### config.mk
export PLATFORM = sky130hd
export DESIGN_NAME = stepper_sweep_sequencer
export DESIGN_NICKNAME = d
export VERILOG_FILES = /design/src/rtl/sss_pkg.sv /design/src/rtl/stepper_sweep_sequencer.sv /design/src/rtl/sss_cfg.sv /design/src/rtl/sss_ctrl.sv
export SDC_FILE = /design/constraint.sdc
export NUM_CORES = 1
export LEC_CHECK = 0
export ABC_AREA = 1
export BUFFER_PORTS_ARGS = -buffer_cell sky130_fd_sc_hd__buf_2
export CORE_MARGIN = 3
export CORE_UTILIZATION = 49
export CTS_CLUSTER_DIAMETER = 150
export CTS_CLUSTER_SIZE = 16
export DETAILED_ROUTE_END_ITERATION = 12
export GPL_TIMING_DRIVEN = 0
export PLACE_DENSITY = 0.67
export SLEW_MARGIN = 20
export SYNTH_ARGS = -nofsm -noshare
export SYNTH_HDL_FRONTEND = slang
export SYNTH_SLANG_ARGS = --single-unit
### constraint.sdc
create_clock -name clk -period 3.9 [get_ports clk]
set_clock_uncertainty 0.15 [all_clocks]
set_input_delay 0.195 -clock clk [delete_from_list [all_inputs] [get_ports clk]]
set_output_delay 0.195 -clock clk [all_outputs]
set_load 0.01 [all_outputs]
### src/rtl/sss_pkg.sv
// shared types, constants and helpers for the stepper sweep sequencer
// no dependencies; imported by every module of the block
package sss_pkg;

  // stream payload widths, fields packed from bit 0 and padded to bytes
  localparam int unsigned IN_DATA_W  = 8;
  localparam int unsigned OUT_DATA_W = 8;

  // configuration port
  localparam int unsigned CFG_IDX_W  = 3;
  localparam int unsigned CFG_DATA_W = 10;

  localparam logic [CFG_IDX_W-1:0] CFG_DIRECTION     = 3'd0;
  localparam logic [CFG_IDX_W-1:0] CFG_STEPS_PER_SEG = 3'd1;
  localparam logic [CFG_IDX_W-1:0] CFG_PHASE_DELAY   = 3'd2;
  localparam logic [CFG_IDX_W-1:0] CFG_SEGMENT_TOTAL = 3'd3;
  localparam logic [CFG_IDX_W-1:0] CFG_DEBOUNCE      = 3'd4;
  localparam logic [CFG_IDX_W-1:0] CFG_BLINK         = 3'd5;

  // register reset values
  localparam logic       RST_DIRECTION     = 1'b1;
  localparam logic [9:0] RST_STEPS_PER_SEG = 10'd64;
  localparam logic [7:0] RST_PHASE_DELAY   = 8'd5;
  localparam logic [3:0] RST_SEGMENT_TOTAL = 4'd8;
  localparam logic [7:0] RST_DEBOUNCE      = 8'd10;
  localparam logic [7:0] RST_BLINK         = 8'd20;

  // last phase of a full step
  localparam logic [1:0] LAST_PHASE = 2'd3;

  typedef struct packed {
    logic       direction;
    logic [9:0] steps_per_segment;
    logic [7:0] phase_delay;
    logic [3:0] segment_total;
    logic [7:0] debounce_ticks;
    logic [7:0] blink_ticks;
  } cfg_t;

  typedef struct packed {
    logic       busy_res;
    logic       led_on;
    logic [3:0] coil_pattern;
  } res_t;

  typedef enum logic [2:0] {
    MODE_IDLE         = 3'd0,
    MODE_DEBOUNCE     = 3'd1,
    MODE_WAIT_RELEASE = 3'd2,
    MODE_RUN          = 3'd3,
    MODE_BLINK        = 3'd4
  } mode_t;

  // coil pattern for a phase; counter-clockwise walks the table backwards
  function automatic logic [3:0] coil_for(input logic dir, input logic [1:0] idx);
    logic [1:0] k;
    logic [3:0] pat;
    k = dir ? idx : ~idx;
    case (k)
      2'd0:    pat = 4'b1001;
      2'd1:    pat = 4'b0011;
      2'd2:    pat = 4'b0110;
      default: pat = 4'b1100;
    endcase
    return pat;
  endfunction

endpackage

### src/rtl/stepper_sweep_sequencer.sv
// stepper sweep sequencer: one result per tick, one tick accepted per cycle
// latency: the result of a tick sits in the output register from the cycle after its transfer
// throughput: one tick per cycle, held off only while a result waits and m_tready is low
// reset (rst, synchronous): sequencer idle, coils and led off, registers to their defaults,
// output register empty
// depends on sss_pkg, sss_cfg and sss_ctrl
module stepper_sweep_sequencer import sss_pkg::*; (
  input  logic                  clk,
  input  logic                  rst,
  input  logic                  cfg_wen,
  input  logic [CFG_IDX_W-1:0]  cfg_index,
  input  logic [CFG_DATA_W-1:0] cfg_wdata,
  input  logic                  s_tvalid,
  output logic                  s_tready,
  input  logic [IN_DATA_W-1:0]  s_tdata,   // [0] button_level, rest zero
  output logic                  m_tvalid,
  input  logic                  m_tready,
  output logic [OUT_DATA_W-1:0] m_tdata    // [3:0] coil_pattern, [4] led_on, [5] busy_res
);

  cfg_t cfg;
  res_t res_next;
  res_t res;
  logic in_xfer;

  assign s_tready = !rst && (!m_tvalid || m_tready);
  assign in_xfer  = s_tvalid && s_tready;

  sss_cfg u_cfg (
    .clk       (clk),
    .rst       (rst),
    .cfg_wen   (cfg_wen),
    .cfg_index (cfg_index),
    .cfg_wdata (cfg_wdata),
    .cfg       (cfg)
  );

  sss_ctrl u_ctrl (
    .clk          (clk),
    .rst          (rst),
    .step_en      (in_xfer),
    .button_level (s_tdata[0]),
    .cfg          (cfg),
    .res_next     (res_next)
  );

  // output register, refilled on a transfer in, emptied on a transfer out
  always_ff @(posedge clk) begin
    if (rst) begin
      m_tvalid <= 1'b0;
    end else if (in_xfer) begin
      m_tvalid <= 1'b1;
    end else if (m_tready) begin
      m_tvalid <= 1'b0;
    end
  end

  always_ff @(posedge clk) begin
    if (in_xfer) res <= res_next;
  end

  assign m_tdata = {{(OUT_DATA_W - $bits(res_t)){1'b0}}, res};

endmodule

### src/rtl/sss_cfg.sv
// configuration register bank of the stepper sweep sequencer
// depends on sss_pkg for register indexes, reset values and cfg_t
module sss_cfg import sss_pkg::*; (
  input  logic                  clk,
  input  logic                  rst,
  input  logic                  cfg_wen,
  input  logic [CFG_IDX_W-1:0]  cfg_index,
  input  logic [CFG_DATA_W-1:0] cfg_wdata,
  output cfg_t                  cfg
);

  always_ff @(posedge clk) begin
    if (rst) begin
      cfg.direction         <= RST_DIRECTION;
      cfg.steps_per_segment <= RST_STEPS_PER_SEG;
      cfg.phase_delay       <= RST_PHASE_DELAY;
      cfg.segment_total     <= RST_SEGMENT_TOTAL;
      cfg.debounce_ticks    <= RST_DEBOUNCE;
      cfg.blink_ticks       <= RST_BLINK;
    end else if (cfg_wen) begin
      unique case (cfg_index)
        CFG_DIRECTION:     cfg.direction         <= cfg_wdata[0];
        CFG_STEPS_PER_SEG: cfg.steps_per_segment <= cfg_wdata[9:0];
        CFG_PHASE_DELAY:   cfg.phase_delay       <= cfg_wdata[7:0];
        CFG_SEGMENT_TOTAL: cfg.segment_total     <= cfg_wdata[3:0];
        CFG_DEBOUNCE:      cfg.debounce_ticks    <= cfg_wdata[7:0];
        CFG_BLINK:         cfg.blink_ticks       <= cfg_wdata[7:0];
        default: ;
      endcase
    end
  end

endmodule

### src/rtl/sss_ctrl.sv
// sequencer state machine: mode, phase, tick, step and segment counters
// depends on sss_pkg; advances one tick per step_en, gives the post-tick result
module sss_ctrl import sss_pkg::*; (
  input  logic clk,
  input  logic rst,
  input  logic step_en,
  input  logic button_level,
  input  cfg_t cfg,
  output res_t res_next
);

  mode_t      mode, mode_next;
  logic [1:0] phase_index, phase_index_next;
  logic [7:0] tick_count, tick_count_next;
  logic [9:0] step_count, step_count_next;
  logic [3:0] segment_count, segment_count_next;
  logic [3:0] coil_hold, coil_hold_next;
  logic       led_hold, led_hold_next;

  logic [9:0] steps_min1;
  logic [3:0] segs_min1;
  logic [7:0] phase_reload, blink_reload, tick_dec;
  logic [9:0] step_inc;
  logic [3:0] seg_inc;
  logic       tick_zero, debounce_done, step_done, sweep_done, last_phase;

  // zero settings count as one
  assign steps_min1   = (cfg.steps_per_segment == 10'd0) ? 10'd1 : cfg.steps_per_segment;
  assign segs_min1    = (cfg.segment_total == 4'd0) ? 4'd1 : cfg.segment_total;
  assign phase_reload = (cfg.phase_delay == 8'd0) ? 8'd0 : cfg.phase_delay - 8'd1;
  assign blink_reload = (cfg.blink_ticks == 8'd0) ? 8'd0 : cfg.blink_ticks - 8'd1;

  assign tick_zero     = (tick_count == 8'd0);
  assign tick_dec      = tick_count - 8'd1;
  assign debounce_done = tick_zero || (tick_dec == 8'd0);
  assign step_inc      = step_count + 10'd1;
  assign seg_inc       = segment_count + 4'd1;
  assign step_done     = (step_inc >= steps_min1);
  assign sweep_done    = (seg_inc >= segs_min1);
  assign last_phase    = (phase_index >= LAST_PHASE);

  // next mode
  always_comb begin
    mode_next = mode;
    unique case (mode)
      MODE_DEBOUNCE: begin
        if (debounce_done) mode_next = MODE_WAIT_RELEASE;
      end
      MODE_WAIT_RELEASE: begin
        if (!button_level) mode_next = MODE_RUN;
      end
      MODE_RUN: begin
        if (tick_zero && last_phase && step_done) mode_next = MODE_BLINK;
      end
      MODE_BLINK: begin
        if (tick_zero) mode_next = sweep_done ? MODE_IDLE : MODE_RUN;
      end
      default: begin
        mode_next = MODE_IDLE;
        if (button_level) begin
          mode_next = (cfg.debounce_ticks == 8'd0) ? MODE_WAIT_RELEASE : MODE_DEBOUNCE;
        end
      end
    endcase
  end

  // counters and held outputs
  always_comb begin
    phase_index_next   = phase_index;
    tick_count_next    = tick_count;
    step_count_next    = step_count;
    segment_count_next = segment_count;
    coil_hold_next     = coil_hold;
    led_hold_next      = led_hold;
    case (mode)
      MODE_DEBOUNCE: begin
        if (!tick_zero) tick_count_next = tick_dec;
      end
      MODE_WAIT_RELEASE: begin
        if (!button_level) begin
          segment_count_next = 4'd0;
          phase_index_next   = 2'd0;
          step_count_next    = 10'd0;
          coil_hold_next     = coil_for(cfg.direction, 2'd0);
          tick_count_next    = phase_reload;
        end
      end
      MODE_RUN: begin
        if (!tick_zero) begin
          tick_count_next = tick_dec;
        end else if (last_phase) begin
          step_count_next = step_inc;
          if (step_done) begin
            led_hold_next   = 1'b1;
            tick_count_next = blink_reload;
          end else begin
            phase_index_next = 2'd0;
            coil_hold_next   = coil_for(cfg.direction, 2'd0);
            tick_count_next  = phase_reload;
          end
        end else begin
          phase_index_next = phase_index + 2'd1;
          coil_hold_next   = coil_for(cfg.direction, phase_index + 2'd1);
          tick_count_next  = phase_reload;
        end
      end
      MODE_BLINK: begin
        if (!tick_zero) begin
          tick_count_next = tick_dec;
        end else begin
          led_hold_next      = 1'b0;
          segment_count_next = seg_inc;
          if (sweep_done) begin
            tick_count_next = 8'd0;
          end else begin
            phase_index_next = 2'd0;
            step_count_next  = 10'd0;
            coil_hold_next   = coil_for(cfg.direction, 2'd0);
            tick_count_next  = phase_reload;
          end
        end
      end
      default: begin
        if (button_level && (cfg.debounce_ticks != 8'd0)) begin
          tick_count_next = cfg.debounce_ticks;
        end
      end
    endcase
  end

  assign res_next.coil_pattern = coil_hold_next;
  assign res_next.led_on       = led_hold_next;
  assign res_next.busy_res     = (mode_next != MODE_IDLE);

  always_ff @(posedge clk) begin
    if (rst) begin
      mode          <= MODE_IDLE;
      phase_index   <= 2'd0;
      tick_count    <= 8'd0;
      step_count    <= 10'd0;
      segment_count <= 4'd0;
      coil_hold     <= 4'd0;
      led_hold      <= 1'b0;
    end else if (step_en) begin
      mode          <= mode_next;
      phase_index   <= phase_index_next;
      tick_count    <= tick_count_next;
      step_count    <= step_count_next;
      segment_count <= segment_count_next;
      coil_hold     <= coil_hold_next;
      led_hold      <= led_hold_next;
    end
  end

endmodule

==> impl_metrics.ini, run 1 <==
[run_status]
status = finished, final reports clean

[synth]
syn_inst = 705
synth_edf_count = 6
ys_top_cells_by_count = nand2_1 (136), inv_1 (104), a21oi_1 (76)
synthArstFlopShare_pct = 0
synth_top_area_share_pct = 29.9
synth.avg_cell_area_um2 = 6.83
synth-adder-area-share_pct = 7.01
yosys.area_share.simple_pct = 26.7
ys.flop_type = dfxtp_1
synth.distinct_cells = 46
yosysMostFrequentCell = nand2_1
ys_warn_count = 0
synth_top_area_cell = dfxtp_1
synth_area_leaders = dfxtp_1 (30%), nand2_1 (11%), inv_1 (8.1%)
synth_compound_area_share_pct = 17.8
ys_seq_area_share_pct = 33.7
synth_top_family_by_area = simple AND/OR/NAND/NOR gates
syn_area_um2 = 4820
ys_ff_latch = 78
synth-xor-area-share_pct = 3.64
yosys-mux-area-fraction_pct = 0

[grt]
antenna_found_initial = 0
gr-total-overflow = 0
grt_pass1_vias = 4539
grt_pass1_wl_um = 21300
grt_max_degree = 16
track_usage_pct = 23.6

[timing]
timing.fmax_ghz = 0.289
hold_violations = 0
fin_tns_setup_ns = 0
setup_ws_ns = 0.443
drv_slew = 0
fin_crit_sh_pct = 88.6
worstMarginPinSlew_ns = 0.668
finalSetupViolCount = 0
rsz0062_at_grt = false
max-slew-margin-rel_pct = 55.5
finalCriticalPeriod_ns = 3.46

[setup_path]
crit_fanout = 8
reg2reg_depth = 20
cp_data_required_time_ns = 3.98
reg2reg_from = u_ctrl.step_count[0]$_SDFFE_PP0P_
crit_type = register to register
r2r_slack_ns = 0.44
cp_data_arrival_time_ns = 3.54
reg2reg_to = u_ctrl.tick_count[5]$_SDFFE_PP0P_
endpoint_kind = register
startpoint_type = register

[drt]
drc = 0
final_antenna_net_count = 0
firstDrtPassIters = 5
drtIter0Drc = 262
via_count = 4723
viasPerCell = 5.36
wl_per_cell_um = 14.2
drt-total-wl_um = 12500

[placement]
dp_hpwl_um = 9550
port_buffers = 25
gp_congestion = 0.969
place_area_um2 = 5110
dp_slack_ns = 0.365

[clock_network]
cts_root_buf = clkbuf_8
htreeDepth = 3
cts_tree = done
insertion_delay_ns = 0.36
post_cts_buffers = 0
clkSlewWorstSetupHoldPaths_ns = 0.09
cts_sinks = 78
cts_buffers = 9
clockBufferDepth = 2

[floorplan]
fp.dieH_um = 105
num_io_pins = 36
start_util_pct = 51.2
rows = 35
dieArea_um2 = 11100
core-area_um2 = 9420
dieWidth_um = 105

[hold_path]
hold_path.class = primary input to register
hold_end = m_tvalid$_SDFFE_PP0P_
worstHoldPathCells = 4
hold_start = m_tready

[finish]
syn2layout_area_growth_pct = 12.2
drive_above_1_share_pct = 10.6
final_area_um2 = 5400
multi_input_area_um2 = 2670
final_net_count = 800
fill_cells = 922
num_antenna_cells = 0
regArea_um2 = 1620

[power]
total_power_uw = 2020
leakage_uw = 0.00246
ir_worst_vdd_mv = 0.170
powerDensity_nw_per_um2 = 373

[flow_run]
timing.max_cap.violations = 0
[area by class of cell]
cell class                 count  share of cell area [%]
buffer                        21                    1.92
clock buffer                  11                    3.01
clock inverter                 5                    1.46
inverter                     114                    7.96
multi-input combinational    493                    49.4
sequential                    78                    30.0
tap                          129                    2.99
timing repair buffer          30                    3.24
[layout by cell type (no fill, tap or decap), types with 5 or more instances in the layout]
cell,synthesis,routed
edfxtp_1,6,6
o21ai_0,49,49
a21oi_1,76,76
o211ai_1,7,7
nand4_1,13,13
ha_1,27,27
clkbuf_8,0,10
dlygate4sd3_1,0,5
dfxtp_1,72,72
nor2_1,61,61
nand3_1,55,54
xor2_1,16,16
nor3_1,5,5
buf_2,5,30
nand2_1,136,136
clkbuf_1,11,11
inv_2,9,9
inv_1,104,104
[logic make-up after synthesis]
logic type,count (synthesis)
flip-flops,78
AND/OR/NAND/NOR,290
buffers and inverters,135
other,1
AO/OA/AOI/OAI,154
adder cells (fa/ha/maj),27
XOR/XNOR,20
[how the worst max path moves through the flow]
stage | from | to | depth (start not counted)
global route | u_ctrl.step_count[0]$_SDFFE_PP0P_ | u_ctrl.tick_count[5]$_SDFFE_PP0P_ | 21
CTS | u_ctrl.step_count[0]$_SDFFE_PP0P_ | u_ctrl.tick_count[5]$_SDFFE_PP0P_ | 20
detailed placement | u_ctrl.step_count[0]$_SDFFE_PP0P_ | u_ctrl.tick_count[5]$_SDFFE_PP0P_ | 20
global placement | u_ctrl.step_count[0]$_SDFFE_PP0P_ | m_tdata[5]$_DFFE_PP_ | 18
floorplan | u_ctrl.step_count[0]$_SDFFE_PP0P_ | m_tdata[5]$_DFFE_PP_ | 18
finish | u_ctrl.step_count[0]$_SDFFE_PP0P_ | u_ctrl.tick_count[5]$_SDFFE_PP0P_ | 20
[power breakdown]
part	leakage [uW]	internal, uW	switching, uW
clock network	0.000124	416	315
registers	0.000642	840	22.0
logic	0.00169	139	285
total	0.00246	1400	623
[critical path: stages, from the launching register on]
cell and delay, ns:
dfxtp_1 0.39, inv_1 0.08, nor3_1 0.23, nand2_1 0.10
nor2_1 0.22, nand3_1 0.10, nor2_1 0.13, xnor2_1 0.12
inv_1 0.07, ha_1 0.31, a21o_1 0.18, nor2_1 0.16
nand3_2 0.22, nand2_1 0.19, inv_2 0.09, nand2_1 0.18
nor2_1 0.07, nor2_1 0.11, nand2_1 0.06, nand2_1 0.10
a21oi_1 0.07
[per-layer routing]
metal  part of all wire (%)  up-vias  GRT usage [%]  wire length (um)
met5                      0        -              0                 0
met2                     44      162           37.3              5550
li1                       -     2385              -                 -
met3                    6.4       23           5.13               801
met1                     48     2153           32.4              5980
met4                    1.7        0           6.84               215
[registers in the layout (all words and copies together) (netlist names)]
register and flops:
u_ctrl.segment_count 4, m_tdata 6, u_ctrl.step_count 10, u_ctrl.coil_hold 4
m_tvalid 1, u_ctrl.tick_count 8, u_ctrl.phase_index 2, u_ctrl.led_hold 1
u_cfg.cfg 39, u_ctrl.mode 3
[through the flow]
| stage | instances | util [%] | hold slack, ns |
|---|---|---|---|
| after floorplan | 706 | - | 0.158 |
| final | 881 | 57.4 | 0.00678 |
| after detailed placement | 860 | 54.2 | 0.291 |
| after global placement | 860 | 54.2 | 0.279 |
| after global routing | 881 | 57.4 | 0.0343 |
| after CTS | 881 | 57.3 | 0.00348 |
[repair_timing]
item                                   CTS  global route
hold buffers                             5             0
endpoints found under the hold margin    5             0
gates resized for setup                  0             1
setup endpoints to repair                0             3
No activity file was read; power rests on OpenSTA's default activity.
==> run 2, diff against run 1 <==
--- a/config.mk
+++ b/config.mk
@@ -8,12 +8,11 @@
 export ABC_AREA = 1
 export BUFFER_PORTS_ARGS = -buffer_cell sky130_fd_sc_hd__buf_2
 export CORE_MARGIN = 3
-export CORE_UTILIZATION = 49
+export CORE_UTILIZATION = 45
 export CTS_CLUSTER_DIAMETER = 150
 export CTS_CLUSTER_SIZE = 16
 export DETAILED_ROUTE_END_ITERATION = 12
 export GPL_TIMING_DRIVEN = 0
-export PLACE_DENSITY = 0.67
 export SLEW_MARGIN = 20
 export SYNTH_ARGS = -nofsm -noshare
 export SYNTH_HDL_FRONTEND = slang
==> impl_metrics.ini, run 2 (synthesis gave the netlist of run 1 again) <==
[power]
total_power_uw = 2020
leakage_uw = 0.00246
ir_worst_vdd_mv = 0.303
powerDensity_nw_per_um2 = 372

[timing]
hold_violations = 0
finalSetupViolCount = 0
finalCriticalPeriod_ns = 3.42
setup_ws_ns = 0.483
fin_crit_sh_pct = 87.6
fin_tns_setup_ns = 0
worstMarginPinSlew_ns = 0.734
drv_slew = 0
rsz0062_at_grt = false
timing.fmax_ghz = 0.293
max-slew-margin-rel_pct = 51.1

[finish]
drive_above_1_share_pct = 10.9
final_cell_mix = nand2_1 (136), inv_1 (104), a21oi_1 (76)
largestRegisters = u_cfg.cfg x39, u_ctrl.step_count x10, u_ctrl.tick_count x8
syn2layout_area_growth_pct = 12.7
largest_register_ffs = 39
num_antenna_cells = 0
fin_cells = 889
final_net_count = 801
top_register = u_cfg.cfg
final_area_um2 = 5430
final_common_cell = nand2_1

[placement]
dp_hpwl_um = 9890
dpl.cell_count = 867
dp_slack_ns = 0.318
gp_congestion = 0.885
port_buffers = 25
place_area_um2 = 5120

[drt]
via_count = 4564
drt-total-wl_um = 12800
final_antenna_net_count = 0
viasPerCell = 5.13
wl_per_cell_um = 14.4
drtIter0Drc = 244
firstDrtPassIters = 5
drc = 0

[setup_path]
crit_fanout = 8
startpoint_type = register
slowest_delay_ns = 0.41
endpoint_kind = register
path_cells = inv_1 -> nor3_1 -> nand2_1 -> nor2_2 -> nand3_1 -> nor2_1 -> xnor2_1 -> inv_1 -> ha_1 -> nand2_1 -> nor2_1 -> nand3_1 -> nand3_2 -> nand2_1 -> inv_2 -> nand2_1 -> nor2_2 -> nor2_1 -> nand2_1 -> nand2_1 -> a21oi_1
cp_data_arrival_time_ns = 3.56
cp_data_required_time_ns = 4.04
slowest_stage = dfxtp_1
crit_type = register to register
cp_common_cell = nand2_1

[flow_run]
timing.max_cap.violations = 0

[floorplan]
num_io_pins = 36
dieWidth_um = 109
core-area_um2 = 10400
dieArea_um2 = 12000
start_util_pct = 46.5
rows = 37
fp.dieH_um = 109

[clock_network]
cts_root_buf = clkbuf_8
cts_buffers = 9
cts_sinks = 78
clockBufferDepth = 2
htreeDepth = 3
insertion_delay_ns = 0.37
clkSlewWorstSetupHoldPaths_ns = 0.09
cts_tree = done
post_cts_buffers = 0

[grt]
grt_max_degree = 16
gr-total-overflow = 0
antenna_found_initial = 0
grt_pass1_vias = 4204
grt_pass1_wl_um = 21300
track_usage_pct = 23.0

[run_status]
status = finished, final reports clean

[hold_path]
hold_path.class = primary input to register
==> run 2: worst paths after layout <==
kind	from	end	slack, ns	depth (start not counted)
worst min register to register	u_cfg.cfg[16]$_SDFFE_PP0P_	u_cfg.cfg[16]$_SDFFE_PP0P_	0.31	2
worst max-delay path	u_ctrl.step_count[0]$_SDFFE_PP0P_	u_ctrl.tick_count[5]$_SDFFE_PP0P_	0.48	21
worst max register to register	u_ctrl.step_count[0]$_SDFFE_PP0P_	u_ctrl.tick_count[5]$_SDFFE_PP0P_	0.48	21
worst min-delay path	rst	u_ctrl.segment_count[3]$_SDFFE_PP0P_	0.006	2
==> run 2: metal layers <==
layer	wire (um)	up-vias	global-route usage, %
li1	-	2391	-
met1	6410	2059	33.2
met2	5600	99	35.0
met3	552	15	4.58
met4	198	0	5.88
met5	0	-	0
==> run 2: layout make-up <==
| cell class | count | area [um2] |
|---|---|---|
| clock buffer | 11 | 163 |
| inverter | 114 | 430 |
| buffer | 21 | 104 |
| tap | 136 | 170 |
| clock inverter | 5 | 78.8 |
| multi-input combinational | 493 | 2680 |
| fill | 1080 | 4940 |
| timing repair buffer | 31 | 185 |
| sequential | 78 | 1620 |
==> run 2: worst max-delay path: cells and delay by family (launching register included) <==
| family | cells | cell delay, ns |
|---|---|---|
| xor+xnor | 1 | 0.13 |
| fa+ha+maj | 1 | 0.30 |
| buf+inv | 3 | 0.28 |
| compound gates | 1 | 0.14 |
| flops | 1 | 0.41 |
| simple gates | 15 | 1.92 |
==> run 2: through the flow <==
| step | hold WS, ns | utilization (%) |
|---|---|---|
| after global placement | 0.280 | 49.3 |
| after CTS | 0.00235 | 52.2 |
| after floorplan | 0.158 | - |
| final | 0.00596 | 52.3 |
| after global routing | 0.0173 | 52.3 |
| after detailed placement | 0.289 | 49.3 |
==> run 2: power breakdown <==
| part | total (uW) | internal [uW] | switching, uW |
|---|---|---|---|
| registers | 862 | 840 | 21.8 |
| logic | 425 | 140 | 286 |
| clock network | 734 | 416 | 319 |
| total | 2020 | 1400 | 626 |
==> run 2: timing repair <==
action | in CTS | in global routing
resized for setup | 0 | 3
hold buffers | 6 | 0
hold endpoints to repair | 6 | 0
endpoints found under the setup margin | 0 | 4
==> run 3, diff against run 2 <==
--- a/config.mk
+++ b/config.mk
@@ -6,13 +6,12 @@
 export NUM_CORES = 1
 export LEC_CHECK = 0
 export ABC_AREA = 1
-export BUFFER_PORTS_ARGS = -buffer_cell sky130_fd_sc_hd__buf_2
 export CORE_MARGIN = 3
 export CORE_UTILIZATION = 45
 export CTS_CLUSTER_DIAMETER = 150
 export CTS_CLUSTER_SIZE = 16
 export DETAILED_ROUTE_END_ITERATION = 12
-export GPL_TIMING_DRIVEN = 0
+export DONT_BUFFER_PORTS = 1
 export SLEW_MARGIN = 20
 export SYNTH_ARGS = -nofsm -noshare
 export SYNTH_HDL_FRONTEND = slang
==> impl_metrics.ini, run 3 (synthesis gave the netlist of run 1 again) <==
[finish]
final_net_count = 767
final_common_cell = nand2_1
num_antenna_cells = 0
drive_above_1_share_pct = 6.40
largest_register_ffs = 39
fill_cells = 1087
syn2layout_area_growth_pct = 8.68
largestRegisters = u_cfg.cfg x39, u_ctrl.step_count x10, u_ctrl.tick_count x8
final_cell_mix = nand2_1 (136), inv_1 (104), a21oi_1 (76)
top_register = u_cfg.cfg

[drt]
wl_per_cell_um = 14.4
final_antenna_net_count = 0
via_count = 4484
firstDrtPassIters = 5
drc = 0
viasPerCell = 5.24
drt-total-wl_um = 12300
drtIter0Drc = 224

[power]
total_power_uw = 1830
ir_worst_vdd_mv = 0.201
leakage_uw = 0.00230
powerDensity_nw_per_um2 = 350

[hold_path]
worstHoldPathCells = 4
hold_path.class = primary input to register
hold_end = u_ctrl.coil_hold[1]$_SDFFE_PP0P_
hold_start = s_tdata[0]

[timing]
fin_tns_setup_ns = 0
max-slew-margin-rel_pct = 48.0
drv_slew = 0
finalCriticalPeriod_ns = 3.44
rsz0062_at_grt = false
worstMarginPinSlew_ns = 0.777
fin_crit_sh_pct = 88.1
timing.fmax_ghz = 0.291
fin_hold_ws_ns = 0.0445
finalSetupViolCount = 0
hold_violations = 0

[setup_path]
crit_buf_inv = 4
reg2reg_depth = 18
path_delay_family = simple AND/OR/NAND/NOR gates
cp_data_required_time_ns = 3.87
startpoint_type = register
reg2reg_to = m_tdata[5]$_DFFE_PP_
slowest_stage = dfxtp_1
path_cells = inv_1 -> nor3_1 -> nand2_1 -> nor2_1 -> nand3_1 -> nor2_1 -> xnor2_1 -> inv_1 -> ha_1 -> a21o_1 -> nor2_1 -> nand3_1 -> nand2_1 -> inv_2 -> nand2_1 -> o21ai_0 -> inv_1 -> nand3_1
r2r_slack_ns = 0.46
crit_fanout = 8
cp_data_arrival_time_ns = 3.41
reg2reg_from = u_ctrl.step_count[0]$_SDFFE_PP0P_
endpoint_kind = register
cp.depth = 18
crit_type = register to register
slowest_delay_ns = 0.39

[grt]
grt_max_degree = 26
track_usage_pct = 21.4
grt_pass1_vias = 4084
antenna_found_initial = 0
grt_pass1_wl_um = 20000
gr-total-overflow = 0

[clock_network]
htreeDepth = 3
cts_root_buf = clkbuf_8
post_cts_resized = 0
insertion_delay_ns = 0.37
cts_tree = done
clkSlewWorstSetupHoldPaths_ns = 0.09
clockBufferDepth = 2
cts_buffers = 9
cts_sinks = 78

[floorplan]
start_util_pct = 46.5
fp.dieH_um = 109
rows = 37
core-area_um2 = 10400
num_io_pins = 36
dieWidth_um = 109
dieArea_um2 = 12000

[placement]
dp_hpwl_um = 9050
gp_congestion = 0.933
port_buffers = 0

[run_status]
status = finished, final reports clean

[flow_run]
timing.max_cap.violations = 0
## run 3: changes by cell type in the layout (fill, tap and decap cells not counted), moves of 2 or more
cell           previous run  this run
bufinv_16                 2         0
clkinvlp_4                0         3
nor2_2                    3         1
clkbuf_1                 11         1
buf_2                    30         1
nor2_1                   59        61
buf_4                     3         1
dlygate4sd3_1             6        16
## run 3: power by group
group,total [uW],switching [uW],leakage (uW),internal (uW)
registers,866,25.3,0.000642,840
logic,397,269,0.00158,128
clock network,568,320,0.0000819,248
## run 3: worst max-delay path by stage
stage | start | to | slack [ns]
2_1_floorplan | u_ctrl.step_count[0]$_SDFFE_PP0P_ | m_tdata[5]$_DFFE_PP_ | 1.01
3_3_place_gp | u_ctrl.step_count[0]$_SDFFE_PP0P_ | m_tdata[5]$_DFFE_PP_ | 0.51
3_5_place_dp | u_ctrl.step_count[0]$_SDFFE_PP0P_ | m_tdata[5]$_DFFE_PP_ | 0.46
4_1_cts | u_ctrl.step_count[0]$_SDFFE_PP0P_ | m_tdata[5]$_DFFE_PP_ | 0.45
5_1_grt | u_ctrl.step_count[0]$_SDFFE_PP0P_ | m_tdata[5]$_DFFE_PP_ | 0.09
6_report | u_ctrl.step_count[0]$_SDFFE_PP0P_ | m_tdata[5]$_DFFE_PP_ | 0.46
## run 3: worst min-delay path, cell delays in order
cell and delay [ns]:
nand2_1 0.08, nand3_1 0.09, nand2_1 0.08, a31oi_1 0.08
## run 3: through the flow
stage | cell area (um2) | setup WS, ns | utilization (%) | instances
after global placement | 4890 | 0.515 | 47.2 | 822
after global routing | 5240 | 0.0857 | 50.5 | 855
final | 5240 | 0.463 | 50.5 | 855
after CTS | 5240 | 0.448 | 50.5 | 855
after detailed placement | 4890 | 0.459 | 47.2 | 822
after floorplan | 4820 | 1.01 | - | 706
## run 3: area by class of cell
cell class | count | area, um2 | share of cell area, %
clock inverter | 5 | 33.8 | 0.645
inverter | 114 | 430 | 8.22
timing repair buffer | 18 | 173 | 3.30
sequential | 78 | 1620 | 31.0
clock buffer | 11 | 141 | 2.70
tap | 136 | 170 | 3.25
multi-input combinational | 493 | 2670 | 50.9
## run 3: per-layer routing
metal	up-vias	track usage [%]	routed length, um
met1	2033	30.4	6040
met3	22	4.23	680
met5	-	0	0
met2	103	32.9	5340
li1	2326	-	-
met4	0	6.41	235
## run 3: repair_timing
| action | CTS | global route |
|---|---|---|
| buffers inserted | 0 | 0 |
| hold buffers | 17 | 0 |
| endpoints found under the hold margin | 67 | 0 |
